## config.mk

```make
export PLATFORM = sky130hd
export DESIGN_NAME = pss_cell
export DESIGN_NICKNAME = d
export VERILOG_FILES = /design/src/rtl/core/pss_pkg.sv /design/src/rtl/core/pss_cell.sv
export SDC_FILE = /design/constraint.sdc
export NUM_CORES = 1
export LEC_CHECK = 0
export BUFFER_PORTS_ARGS = -buffer_cell sky130_fd_sc_hd__buf_2
export CAP_MARGIN = 30
export CORE_AREA = 2 2 142 144
export CTS_CLUSTER_DIAMETER = 60
export DETAILED_ROUTE_END_ITERATION = 12
export DIE_AREA = 0 0 144 146
export GPL_TIMING_DRIVEN = 1
export PLACE_DENSITY = 0.51
export SLEW_MARGIN = 10
export SYNTH_ARGS = -nofsm -noshare
export SYNTH_HDL_FRONTEND = slang
export SYNTH_SLANG_ARGS = --single-unit
```

## constraint.sdc

```tcl
create_clock -name i_clk -period 4.1 [get_ports i_clk]
set_input_delay 0.205 -clock i_clk [delete_from_list [all_inputs] [get_ports i_clk]]
set_output_delay 0.205 -clock i_clk [all_outputs]
set_load 0.005 [all_outputs]
```

## src/rtl/core/pss_pkg.sv

```systemverilog
`timescale 1ns / 1ps

package pss_pkg;

    // Field widths of the stream payloads
    localparam int OP_W        = 4;
    localparam int POS_W       = 7;
    localparam int VALUE_W     = 32;
    localparam int FOUND_W     = 7;
    localparam int COUNT_W     = 7;
    localparam int STATUS_W    = 2;
    localparam int IN_TDATA_W  = 48;
    localparam int OUT_TDATA_W = 48;

    typedef enum logic [OP_W-1:0] {
        OP_ADDFRONT = 4'd0,
        OP_ADDREAR  = 4'd1,
        OP_INSERT   = 4'd2,
        OP_DELFRONT = 4'd3,
        OP_DELREAR  = 4'd4,
        OP_DELAT    = 4'd5,
        OP_READ     = 4'd6,
        OP_FIND     = 4'd7,
        OP_SWAP     = 4'd8,
        OP_CLEAR    = 4'd9
    } t_op;

    typedef enum logic [STATUS_W-1:0] {
        STAT_DONE    = 2'd0,
        STAT_IGNORED = 2'd1,
        STAT_FULL    = 2'd2
    } t_status;

    localparam logic [FOUND_W-1:0] NOT_FOUND = '1;

    // Update command broadcast to every cell of the chain
    typedef struct packed {
        logic ins;
        logic del;
        logic swp;
    } t_cell_cmd;

endpackage

```

## src/rtl/core/pss_cell.sv

```systemverilog
`timescale 1ns / 1ps

module pss_cell import pss_pkg::*; #(
    parameter int DATA_WIDTH = 32,
    parameter int IDX_W      = 6,
    parameter int CNT_W      = 7,
    parameter int CMP_W      = 7,
    parameter int INDEX      = 0
) (
    input  logic                  i_clk,
    input  t_cell_cmd             i_cmd,
    input  logic [CMP_W-1:0]      i_tgt,
    input  logic [CMP_W-1:0]      i_pa,
    input  logic [CMP_W-1:0]      i_pb,
    input  logic [CNT_W-1:0]      i_count,
    input  logic [DATA_WIDTH-1:0] i_word,
    input  logic [DATA_WIDTH-1:0] i_swp_da,
    input  logic [DATA_WIDTH-1:0] i_swp_db,
    input  logic [DATA_WIDTH-1:0] i_left,
    input  logic [DATA_WIDTH-1:0] i_right,
    input  logic                  i_hit,
    input  logic [IDX_W-1:0]      i_idx,
    input  logic [DATA_WIDTH-1:0] i_da,
    input  logic [DATA_WIDTH-1:0] i_db,
    output logic [DATA_WIDTH-1:0] o_data,
    output logic                  o_hit,
    output logic [IDX_W-1:0]      o_idx,
    output logic [DATA_WIDTH-1:0] o_da,
    output logic [DATA_WIDTH-1:0] o_db
);

    localparam logic [CMP_W-1:0] MY_POS = CMP_W'(INDEX);
    localparam logic [CNT_W-1:0] MY_CNT = CNT_W'(INDEX);
    localparam logic [IDX_W-1:0] MY_IDX = IDX_W'(INDEX);

    logic [DATA_WIDTH-1:0] r_data;
    logic [DATA_WIDTH-1:0] n_data;
    logic                  r_hit;
    logic                  n_hit;
    logic [IDX_W-1:0]      r_idx;
    logic [IDX_W-1:0]      n_idx;
    logic [DATA_WIDTH-1:0] r_da;
    logic [DATA_WIDTH-1:0] r_db;

    // Shift, insert or swap the held word
    always_comb begin
        n_data = r_data;
        if (i_cmd.ins) begin
            if (MY_POS > i_tgt) begin
                n_data = i_left;
            end else if (MY_POS == i_tgt) begin
                n_data = i_word;
            end
        end else if (i_cmd.del) begin
            if (MY_POS >= i_tgt) begin
                n_data = i_right;
            end
        end else if (i_cmd.swp) begin
            if (MY_POS == i_pa) begin
                n_data = i_swp_db;
            end else if (MY_POS == i_pb) begin
                n_data = i_swp_da;
            end
        end
    end

    // Mark the first live match on the passing token
    always_comb begin
        n_hit = i_hit;
        n_idx = i_idx;
        if (!i_hit && (MY_CNT < i_count) && (r_data == i_word)) begin
            n_hit = 1'b1;
            n_idx = MY_IDX;
        end
    end

    always_ff @(posedge i_clk) begin
        r_data <= n_data;
        r_hit  <= n_hit;
        r_idx  <= n_idx;
        r_da   <= (MY_POS == i_pa) ? r_data : i_da;
        r_db   <= (MY_POS == i_pb) ? r_data : i_db;
    end

    assign o_data = r_data;
    assign o_hit  = r_hit;
    assign o_idx  = r_idx;
    assign o_da   = r_da;
    assign o_db   = r_db;

endmodule

```

---- Word-level counts from Yosys, hierarchy flattened ----
Cells that the tools add are included.
word-level totals
  output and inout bits ................... 103
  ROM bits ................................ 0
  flip-flop bits (word level) ............. 103
  RAM bits ................................ 0
  logic and storage cells ................. 30
  latch bits .............................. 0
  memories kept ........................... 0
cells by class
  divide/modulo/power cells ............... 0
  shift-type cells ........................ 0
  $add $sub $neg .......................... 0
  equality and inequality tests ........... 3
  multiplexer cells ....................... 10
  $lt $le $gt $ge ......................... 3
  bitwise gates (word level) .............. 0
  multiply operators ...................... 0
  reduce and logical (&&, ||, !) cells .... 9
operator list
  operator            number
  $mux 32             10
  $eq 32x32->1        1
  $logic_not 7->1     3
  $ge 1x7->1 const A  1
  $gt 1x7->1 const A  1
  $lt 1x7->1 const A  1
  $ne 3x1->1 const B  2
  $reduce_and 4->1    1
  $reduce_bool 4->1   1
  $reduce_bool 3->1   1
  $logic_and 1x1->1   2
  $logic_not 1->1     1

---- Logic depth before layout (Yosys ltp) ----
Gate-level depths: netlist of run 1.
  word-level depth ........................ 6
  mapped depth ............................ 6

---- Worst setup path before layout of run 1 ----
No wires, ideal clock.
  kind .................................... input-to-reg
  start ................................... input i_pa[4]
  end ..................................... register r_data[0] (netlist: o_data[0]), enable pin
  setup slack ............................. 2.183 ns
  stages on the path ...................... 6
  data arrival time ....................... 1.541 ns
  library setup time ...................... 0.377 ns
  path buffers ............................ 2
  cells stage by stage .................... nor4_4 nand2_1 buf_4 buf_6 nand2_1 a31o_2
on the way
  word-level cells in the longest chain between the ends .. 3
RTL lines
  what                         RTL line        text
  start: declaration           pss_cell.sv:13  input logic [CMP_W-1:0] i_pa,
  $logic_not 7->1              pss_cell.sv:59  if (MY_POS == i_pa) begin
  $reduce_bool 4->1 (no line)  --
  $reduce_and 4->1 (no line)   --
  end signal: assignment       pss_cell.sv:78  r_data <= n_data;
  end: declaration             pss_cell.sv:36  logic [DATA_WIDTH-1:0] r_data;
No other way between the ends.
A chain may end at the register's enable or synchronous reset.

---- Worst setup path after layout of run 1 ----
  start ................................... register r_data[1] (netlist: o_data[1])
  end ..................................... register r_idx[3] (netlist: o_idx[3])
on the way
  word-level cells in the longest chain between the ends .. 2
RTL lines
  what                    RTL line        text
  $eq 32x32->1            pss_cell.sv:71  if (!i_hit && (MY_CNT < i_count) && (r_data == i_word)) begin
  $logic_and 1x1->1       pss_cell.sv:71
  end signal: assignment  pss_cell.sv:80  r_idx <= n_idx;
  end: declaration        pss_cell.sv:40  logic [IDX_W-1:0] r_idx;
No other way between the ends.

==> run_results.csv, run 1 <==
group,metric,value,unit
outcome,status,"completed",
setup_path,path_class,"reg -> reg",
sta,rsz0062_at_grt,"no",
power_and_ir_drop,power.density,318.8,nW/µm²
die,design.portCount,366,
final_layout,layout.nets,1012,
sta,hold_viol,0,
sta,period_needed,2.318,ns
yosys,yosysSeqAreaShare,48.01,%
die,die_h,146,µm
yosys,yosysWarnings,0,
yosys,synth_top_area_share,28.64,%
final_layout,seq_area,2382,µm²
final_layout,drive_gt1_share,57.96,%
sta,fmax,431.5,MHz
clock_tree,cts_setup_buffers,0,
global_routing,overflow,0,
final_layout,fillers,2052,
yosys,yosysTopAreaCell,"dfxtp_1",
final_layout,multi_input_area,2416,µm²
yosys,synth_cells,427,
setup_path,arrival,2.51,ns
yosys,synth.area.top_cells,"dfxtp_1 29%, edfxtp_1 19%, mux2_2 7.9%",
clock_tree,clk_path_buf_depth,2,
final_layout,diodes,0,
sta,setup_ws,1.782,ns
power_and_ir_drop,leakage,3.375,nW
clock_tree,cts_root_buf,"clkbuf_16",
sta,slew_headroom,46.61,%
clock_tree,cts_tree,"built",
global_routing,grt_busiest_layer,"met2",
yosys,ys_types,32,
die,core,19330,µm²
yosys,synth_nets,690,
clock_tree,cts_sinks,103,
yosys,async_flop_share,0,%
final_layout,final_cells,1019,
clock_tree,cts_resized,0,
sta,setup_viol,0,
setup_path,worstPathRequired,4.29,ns
drt,initialDrtViolationCount,147,
drt,first_pass_iters,5,
flow_run,drv_cap,0,
min_path,hold_class,"in -> reg",
global_routing,track_usage,17.01,%
drt,routed_wl,18500,µm
global_routing,antenna_found_initial,2,
placed_design,placed_cells,1003,
final_layout,areaGrowthSynthToFinish,44.33,%
yosys,netlist_area,4962,µm²
global_routing,use_met2,29.07,%
global_routing,grt_max_degree,67,
drt,drcViolationCount,0,
global_routing,use_met3,4.475,%
global_routing,grt_pass1_wl,26680,µm
yosys,synth_seq_cells,103,
setup_path,worstSetupEndpointType,"flip-flop",
power_and_ir_drop,peakVddDrop,0.0001941,V
clock_tree,cts_hold_buffers,0,
sta,worst_pin_slew,0.7942,ns
placed_design,hpwl,14220,µm
drt,num_vias,4543,
yosys,synth_flop_cell,"dfxtp_1",
clock_tree,clock_latency,0.35,ns
setup_path,path_max_fanout,7,
placed_design,gp_congestion,0.7295,
drt,wire_per_inst,18.16,µm
drt,antenna_left,0,
setup_path,setup.worst_path.start_class,"flip-flop",
die,die_w,144,µm
sta,setup_tns,0,ns
die,start_util,25.66,%
clock_tree,clkTransAtPathRegs,0.07,ns
placed_design,dp_slack,1.481,ns
placed_design,port_buffers,333,
die,num_rows,51,
sta,maxSlewViolCount,0,
drt,vias_per_cell,4.458,
yosys,synth_edf_count,32,
global_routing,gr-usage-met1,21.25,%
clock_tree,cts_inserted_buffers,9,
clock_tree,htreeDepth,3,
sta,finalCritPeriodShare,56.53,%
global_routing,grt_pass1_vias,4480,
die,dieArea,21020,µm²
yosys,syn_avg_cell_area,11.62,µm²
sta,timing.hold.ws,0.05931,ns
sta,skew,0.009540,ns
cells in the final DEF (no fill, tap or decap), types with 2 or more instances in the layout:
cell and instances:
buf_2 334, dfxtp_1 71, mux2_2 35, nand2_1 33, and3_1 32, nor2b_1 32, o31ai_1 32, edfxtp_1 32
xnor2_1 31, a211oi_2 20, mux2_4 20, a211oi_1 12, clkbuf_16 10, mux2_1 9, nand4_1 7, buf_4 7
inv_1 6, a31oi_1 6, nor4_1 4, nor3_1 3, clkbuf_1 2
metal layers:
layer  part of all wire [%]  wire (µm)
met1                     42       7821
met3                    7.9       1457
met2                     49       8975
met4                    1.3        246
met5                      0          0
sequential cells by signal, indices dropped and copies added (netlist names):
name / cells
o_idx: 6
o_db: 32
o_hit: 1
o_da: 32
o_data: 32
critical path: stages (launching register included):
cell and delay, ns:
edfxtp_1 0.44, xnor2_1 0.49, nand4_1 0.28, nor4_2 0.78
a31oi_1 0.18
synth_stat cells (all sizes together) (7+ instances only):
cell,number
xnor2,31
nand2,35
nand4,7
clkbuf,16
mux2,64
nor2b,32
o31ai,32
dfxtp,71
a211oi,32
and3,32
edfxtp,32
buf,14
where the power goes:
part	total (W)	internal, W	switching, W
clock	0.000857	0.000451	0.000406
sequential	0.00111	0.00109	0.0000116
combinational	0.000321	0.000182	0.000139
total	0.00228	0.00173	0.000556
layout make-up:
type                       instances  area share, %
tap                              265          4.630
clock inverter                     4         0.3843
multi-input combinational        288          33.74
clock buffer                      12          3.599
inverter                           6         0.3145
sequential                       103          33.26
timing repair buffer             341          24.07
per-stage QoR:
stage | power (W) | cell area [µm²] | utilization [%]
final | 0.002283 | 7162 | 37.04
after floorplan | 0.001262 | 4962 | -
after global routing | 0.002386 | 7162 | 37.04
after CTS | 0.002328 | 7162 | 37.04
after detailed placement | 0.001454 | 6877 | 35.57
after global placement | 0.001452 | 6872 | 35.54
kinds of logic after synthesis:
group	count (synthesis)	share of synthesized area, %
mux	64	16.04
buf+inv	36	3.631
simple gates	118	13.46
flops	103	48.01
xor+xnor	32	5.648
compound gates	74	13.21
path summary, 6_finish.rpt:
| path | cells after the start | slack (ns) | startpoint | end |
|---|---|---|---|---|
| hold reg to reg | 1 | 0.58 | o_data[26]$_DFFE_PP_ | o_da[26]$_DFF_P_ |
| hold / removal | 2 | 0.06 | i_da[28] | o_da[28]$_DFF_P_ |
| setup reg to reg | 4 | 1.78 | o_data[1]$_DFFE_PP_ | o_idx[3]$_SDFF_PP0_ |
| setup / recovery | 4 | 1.78 | o_data[1]$_DFFE_PP_ | o_idx[3]$_SDFF_PP0_ |
Note: power is estimated with default switching activity, not from simulation.
==> run 2, diff against run 1 <==
Settings changed: ABC_AREA set to 1, CORE_AREA 2 2 142 144 to 2 2 144 146, DIE_AREA 0 0 144 146 to 0 0 146 148, PLACE_DENSITY 0.51 to 0.5.
Clock period 4.1 ns to 2 ns, I/O delays scaled along.
==> run_results.csv, run 2 <==
group,metric,value,unit
drt,drcViolationCount,0,
yosys,syn_avg_cell_area,7.523,µm²
die,dieArea,21610,µm²
final_layout,mostFrequentLayoutCells,"333 x buf_2, 231 x nand2_1, 71 x dfxtp_1",
final_layout,fillers,2181,
yosys,yosys-top-cells-count,"231 x nand2_1, 71 x dfxtp_1, 64 x nor2_1",
yosys,async_flop_share,0,%
global_routing,track_usage,17.95,%
sta,slew_headroom,60.58,%
placed_design,port_buffers,333,
setup_path,r2r-start,"o_data[22]$_DFFE_PP_",
power_and_ir_drop,internal_power,0.003637,W
sta,rsz0062_at_grt,"no",
placed_design,hpwl,15160,µm
final_layout,layout_commonest_cell,"buf_2",
yosys,synth.most_common_cell,"nand2_1",
sta,maxSlewViolCount,0,
setup_path,setup.worst_path.start_class,"flip-flop",
sta,worst_pin_slew,0.5913,ns
power_and_ir_drop,leakage,3.926,nW
clock_tree,clock_latency,0.35,ns
clock_tree,clkTransAtPathRegs,0.07,ns
drt,antenna_left,0,
sta,setup_viol,0,
clock_tree,cts_sinks,103,
global_routing,grt_max_degree,57,
clock_tree,htreeDepth,3,
yosys,netlist_area,4695,µm²
drt,num_vias,5409,
die,core,20040,µm²
die,start_util,23.43,%
clock_tree,clk_path_buf_depth,2,
setup_path,reg2reg_slack,0.30,ns
sta,finalCritPeriodShare,84.92,%
die,design.portCount,366,
clock_tree,cts_inserted_buffers,9,
setup_path,crit_path_end,"o_idx[4]$_SDFF_PP0_",
yosys,synth.area.top_cells,"dfxtp_1 30%, edfxtp_1 20%, nand2_1 18%",
drt,first_pass_iters,4,
outcome,status,"completed",
setup_path,worstSetupEndpointType,"flip-flop",
clock_tree,cts_tree,"built",
sta,setup_tns,0,ns
sta,timing.hold.ws,0.01262,ns
flow_run,drv_cap,0,
power_and_ir_drop,p_switching,0.001175,W
final_layout,layout.nets,1283,
die,die_w,146,µm
placed_design,gp_congestion,0.7798,
yosys,yosysTopAreaCell,"dfxtp_1",
placed_design,placed_cells,1208,
min_path,hold_depth,3,
min_path,hold_class,"in -> reg",
drt,vias_per_cell,4.167,
yosys,synth_seq_cells,103,
yosys,synth_flop_cell,"dfxtp_1",
final_layout,fin_area,7719,µm²
global_routing,grt_pass1_wl,29740,µm
setup_path,ff2ff_path_depth,8,
yosys,synth_edf_count,32,
power_and_ir_drop,power.density,623.4,nW/µm²
sta,fmax,588.8,MHz
global_routing,overflow,0,
placed_design,place_area,6688,µm²
setup_path,arrival,1.93,ns
final_layout,areaGrowthSynthToFinish,64.42,%
setup_path,startpoint,"o_data[22]$_DFFE_PP_",
sta,skew,0.01109,ns
power_and_ir_drop,peakVddDrop,0.0004401,V
setup_path,path_max_fanout,6,
global_routing,grt_pass1_vias,5356,
power_and_ir_drop,pwr-share-comb,15.2,%
final_layout,drive_gt1_share,35.90,%
power_and_ir_drop,p_sw_share,24.42,%
yosys,synth_cells,624,
final_layout,final_cells,1298,
yosys,synth_top_area_share,30.28,%
sta,period_needed,1.698,ns
setup_path,r2r-end,"o_idx[4]$_SDFF_PP0_",
power_and_ir_drop,p_clk_share,37.7,%
yosys,ys_types,24,
global_routing,antenna_found_initial,3,
yosys,yosysSeqAreaShare,50.75,%
sta,hold_viol,0,
setup_path,path_class,"reg -> reg",
power_and_ir_drop,totalPowerFinal,0.004812,W
die,num_rows,52,
die,die_h,148,µm
yosys,synth_nets,887,
drt,routed_wl,19940,µm
power_and_ir_drop,sequentialPowerShare,47.1,%
drt,initialDrtViolationCount,180,
clock_tree,cts_root_buf,"clkbuf_16",
setup_path,worstPathRequired,2.23,ns
yosys,yosysWarnings,0,
drt,wire_per_inst,15.36,µm
## run 2: worst min-delay path by stage
stage / endpoint / start
6_report: o_db[25]$_DFF_P_ / i_db[25]
5_1_grt: o_data[4]$_DFFE_PP_ / i_right[4]
4_1_cts: o_db[25]$_DFF_P_ / i_db[25]
3_5_place_dp: o_da[16]$_DFF_P_ / i_da[16]
3_3_place_gp: o_da[24]$_DFF_P_ / i_da[24]
2_1_floorplan: o_da[10]$_DFF_P_ / i_da[10]
## run 2: cell type report
cell class	instances	area, µm²	share of cell area, %
Antenna cell	3	7.507	0.09726
Clock buffer	9	225.2	2.918
Clock inverter	7	70.07	0.9078
Inverter	56	211.5	2.740
Multi-Input combinational cell	436	1977	25.61
Sequential cell	103	2382	30.86
Tap cell	270	337.8	4.377
Timing Repair Buffer	414	2507	32.48
## run 2: kinds of logic (layout without fill, tap and decap cells)
logic type      count (synthesis)  count (layout)  synth area share [%]
xor+xnor                        9               9                 1.679
simple gates                  308             308                 25.32
compound gates                119             119                 14.50
other cells                     0               3                     0
flops                         103             103                 50.75
buf+inv                        85             486                 7.755
## run 2: metal layers
metal	GRT usage, %	up-vias	part of all wire [%]
li1	-	2787	-
met1	21.77	2373	42
met2	31.93	227	50
met3	3.889	20	6.5
met4	5.388	2	1.5
met5	0	-	0.065
## run 2: repair_timing
action / in CTS / in global routing
resized for setup: 0 / 0
setup endpoints to repair: 0 / 0
hold buffers: 70 / 0
endpoints found under the hold margin: 70 / 0
buffers inserted: 0 / 0
## run 2: power groups by stage
stage,clock [W],sequential [W],combinational (W)
2_1_floorplan,0,0.00233,0.000211
3_3_place_gp,0,0.00231,0.000617
3_5_place_dp,0,0.00232,0.000620
4_1_cts,0.00188,0.00227,0.000730
5_1_grt,0.00196,0.00227,0.000819
6_report,0.00181,0.00227,0.000731
## run 2: worst max-delay path: stages (launching register included)
cell	delay, ns
edfxtp_1	0.39
inv_1	0.15
nor2_1	0.09
nor2_1	0.18
nand2_1	0.08
nor3_1	0.12
nand3_1	0.18
nor2_2	0.32
nor2_1	0.07
## run 2: through the flow
| stage | setup WS, ns | utilization, % |
|---|---|---|
| 6_report | 0.3016 | 38.52 |
| 5_1_grt | 0.1504 | 38.49 |
| 4_1_cts | 0.2960 | 38.34 |
| 3_5_place_dp | 0.2997 | 33.37 |
| 3_3_place_gp | 0.3092 | 33.37 |
| 2_1_floorplan | 0.1466 | - |
==> run 3, diff against run 2 <==
Settings changed: CORE_AREA 2 2 144 146 to 2 2 141 143, DIE_AREA 0 0 146 148 to 0 0 143 145.
Clock period 2 ns to 1.7 ns, I/O delays scaled along.
==> run_results.csv, run 3 (synthesis gave the netlist of run 2 again) <==
group,metric,value,unit
outcome,status,"completed",
setup_path,crit_chain,"inv_1 > nand2_1 > o21ai_0 > nor2_1 > nand2_1 > nor2_1 > nand3_2 > nor2_4 > nor2_1",
final_layout,layout_commonest_cell,"buf_2",
power_and_ir_drop,p_sw_share,24.75,%
sta,worst_pin_slew,0.5784,ns
drt,drcViolationCount,0,
sta,skew,0.009652,ns
setup_path,setup.worst_path.start_class,"flip-flop",
placed_design,dp_slack,-0.01797,ns
sta,period_needed,1.527,ns
die,dieArea,20740,µm²
global_routing,track_usage,18.41,%
setup_path,critPathTopFamily,"simple AND/OR/NAND/NOR gates",
power_and_ir_drop,sequentialPowerShare,48.1,%
power_and_ir_drop,pwr-share-comb,15.6,%
setup_path,cp.buffers_inverters,1,
drt,routed_wl,19780,µm
die,design.portCount,366,
drt,num_vias,5427,
sta,setup_viol,0,
setup_path,arrival,1.77,ns
setup_path,ff2ff_path_depth,9,
setup_path,worstPathRequired,1.94,ns
final_layout,layout.nets,1294,
placed_design,gp_congestion,0.7915,
global_routing,grt_pass1_vias,5475,
global_routing,grt_max_degree,57,
die,core,19210,µm²
die,num_rows,51,
setup_path,slowest_delay,0.38,ns
sta,fmax,655.1,MHz
sta,rsz0062_at_grt,"no",
final_layout,drive_gt1_share,36.78,%
placed_design,port_buffers,333,
final_layout,fillers,2030,
die,die_w,143,µm
clock_tree,cts_inserted_buffers,9,
clock_tree,cts_sinks,103,
die,start_util,24.44,%
final_layout,areaGrowthSynthToFinish,65.38,%
placed_design,hpwl,14940,µm
sta,hold_viol,0,
setup_path,reg2reg_slack,0.17,ns
die,die_h,145,µm
drt,first_pass_iters,6,
setup_path,cp_slowest_cell,"edfxtp_1",
power_and_ir_drop,leakage,3.961,nW
drt,vias_per_cell,4.165,
final_layout,mostFrequentLayoutCells,"333 x buf_2, 231 x nand2_1, 71 x dlygate4sd3_1, 71 x dfxtp_1, 62 x nor2_1",
power_and_ir_drop,p_switching,0.001372,W
power_and_ir_drop,p_clk_share,36.4,%
drt,antenna_left,0,
min_path,holdCritStartpoint,"i_right[19]",
setup_path,cp_common_cell,"nor2_1",
clock_tree,clk_path_buf_depth,2,
drt,initialDrtViolationCount,211,
power_and_ir_drop,internal_power,0.004173,W
clock_tree,cts_root_buf,"clkbuf_16",
clock_tree,clock_latency,0.35,ns
power_and_ir_drop,power.density,714.2,nW/µm²
min_path,hold_depth,3,
global_routing,overflow,0,
flow_run,drv_cap,0,
sta,slew_headroom,61.44,%
placed_design,place_area,6744,µm²
setup_path,path_class,"reg -> reg",
setup_path,path_max_fanout,6,
global_routing,grt_pass1_wl,28980,µm
min_path,holdPathEnd,"o_data[19]$_DFFE_PP_",
power_and_ir_drop,peakVddDrop,0.0003661,V
sta,finalCritPeriodShare,89.79,%
setup_path,r2r-end,"o_idx[0]$_SDFF_PP0_",
setup_path,worstSetupEndpointType,"flip-flop",
setup_path,r2r-start,"o_data[25]$_DFFE_PP_",
sta,setup_ws,0.1735,ns
drt,wire_per_inst,15.18,µm
clock_tree,clkTransAtPathRegs,0.08,ns
final_layout,fin_area,7764,µm²
global_routing,antenna_found_initial,3,
clock_tree,cts_tree,"built",
clock_tree,htreeDepth,3,
sta,maxSlewViolCount,0,
min_path,hold_class,"in -> reg",
run 3: per-layer routing:
layer / wire (µm) / track usage (%) / share of wire [%] / vias up
met3: 1182 / 3.960 / 6.0 / 25
li1: - / - / - / 2811
met4: 358 / 5.099 / 1.8 / 2
met1: 8389 / 21.74 / 42 / 2373
met2: 9834 / 33.21 / 50 / 216
met5: 13 / 0 / 0.066 / -
run 3: stage by stage:
step,util (%),hold slack [ns],TNS [ns],total power [W],std cells
after floorplan,-,0.1881,0,0.002990,624
after global placement,35.11,0.2755,0,0.003455,1213
after detailed placement,35.11,0.2793,-0.04443,0.003459,1213
after CTS,40.26,0.01869,0,0.005610,1300
after global routing,40.41,0.03228,0,0.005806,1302
final,40.42,0.02648,0,0.005545,1303
run 3: power groups by stage:
stage | clock [W] | combinational [W] | sequential (W)
after floorplan | 0 | 0.000249 | 0.00274
after global placement | 0 | 0.000734 | 0.00272
after detailed placement | 0 | 0.000736 | 0.00272
after CTS | 0.00208 | 0.000868 | 0.00267
after global routing | 0.00217 | 0.000962 | 0.00268
final | 0.00202 | 0.000863 | 0.00267
run 3: worst max-delay path by stage:
stage,to,startpoint,depth (start not counted),slack (ns)
floorplan,o_data[0]$_DFFE_PP_,i_cmd[2],4,0.16
global placement,o_idx[5]$_SDFF_PP0_,o_data[31]$_DFFE_PP_,9,0.03
detailed placement,o_idx[0]$_SDFF_PP0_,o_data[28]$_DFFE_PP_,9,-0.02
CTS,o_idx[0]$_SDFF_PP0_,o_data[28]$_DFFE_PP_,9,0.04
global route,o_idx[0]$_SDFF_PP0_,o_data[22]$_DFFE_PP_,8,0.04
finish,o_idx[0]$_SDFF_PP0_,o_data[25]$_DFFE_PP_,9,0.17
run 3: area by class of cell:
class	count	area (µm²)	area share [%]
Antenna cell	2	5.005	0.06446
Clock buffer	12	246.5	3.175
Clock inverter	4	27.53	0.3546
Inverter	56	211.5	2.724
Multi-Input combinational cell	436	1999	25.75
Sequential cell	103	2382	30.68
Tap cell	265	331.6	4.271
Timing Repair Buffer	425	2560	32.97
run 3: timing repair:
action,4_1_cts,5_1_grt
hold buffers,71,0
buffers inserted,0,1
endpoints found under the hold margin,71,0
endpoints found under the setup margin,6,6
pin swaps,0,2
gates resized for setup,1,4
run 3: worst reg2reg max path: cells and delay by family, from the launching register on:
| family | cells | cell delay, ns |
|---|---|---|
| compound gates | 1 | 0.08 |
| buf+inv | 1 | 0.08 |
| flops | 1 | 0.38 |
| simple gates | 7 | 0.88 |
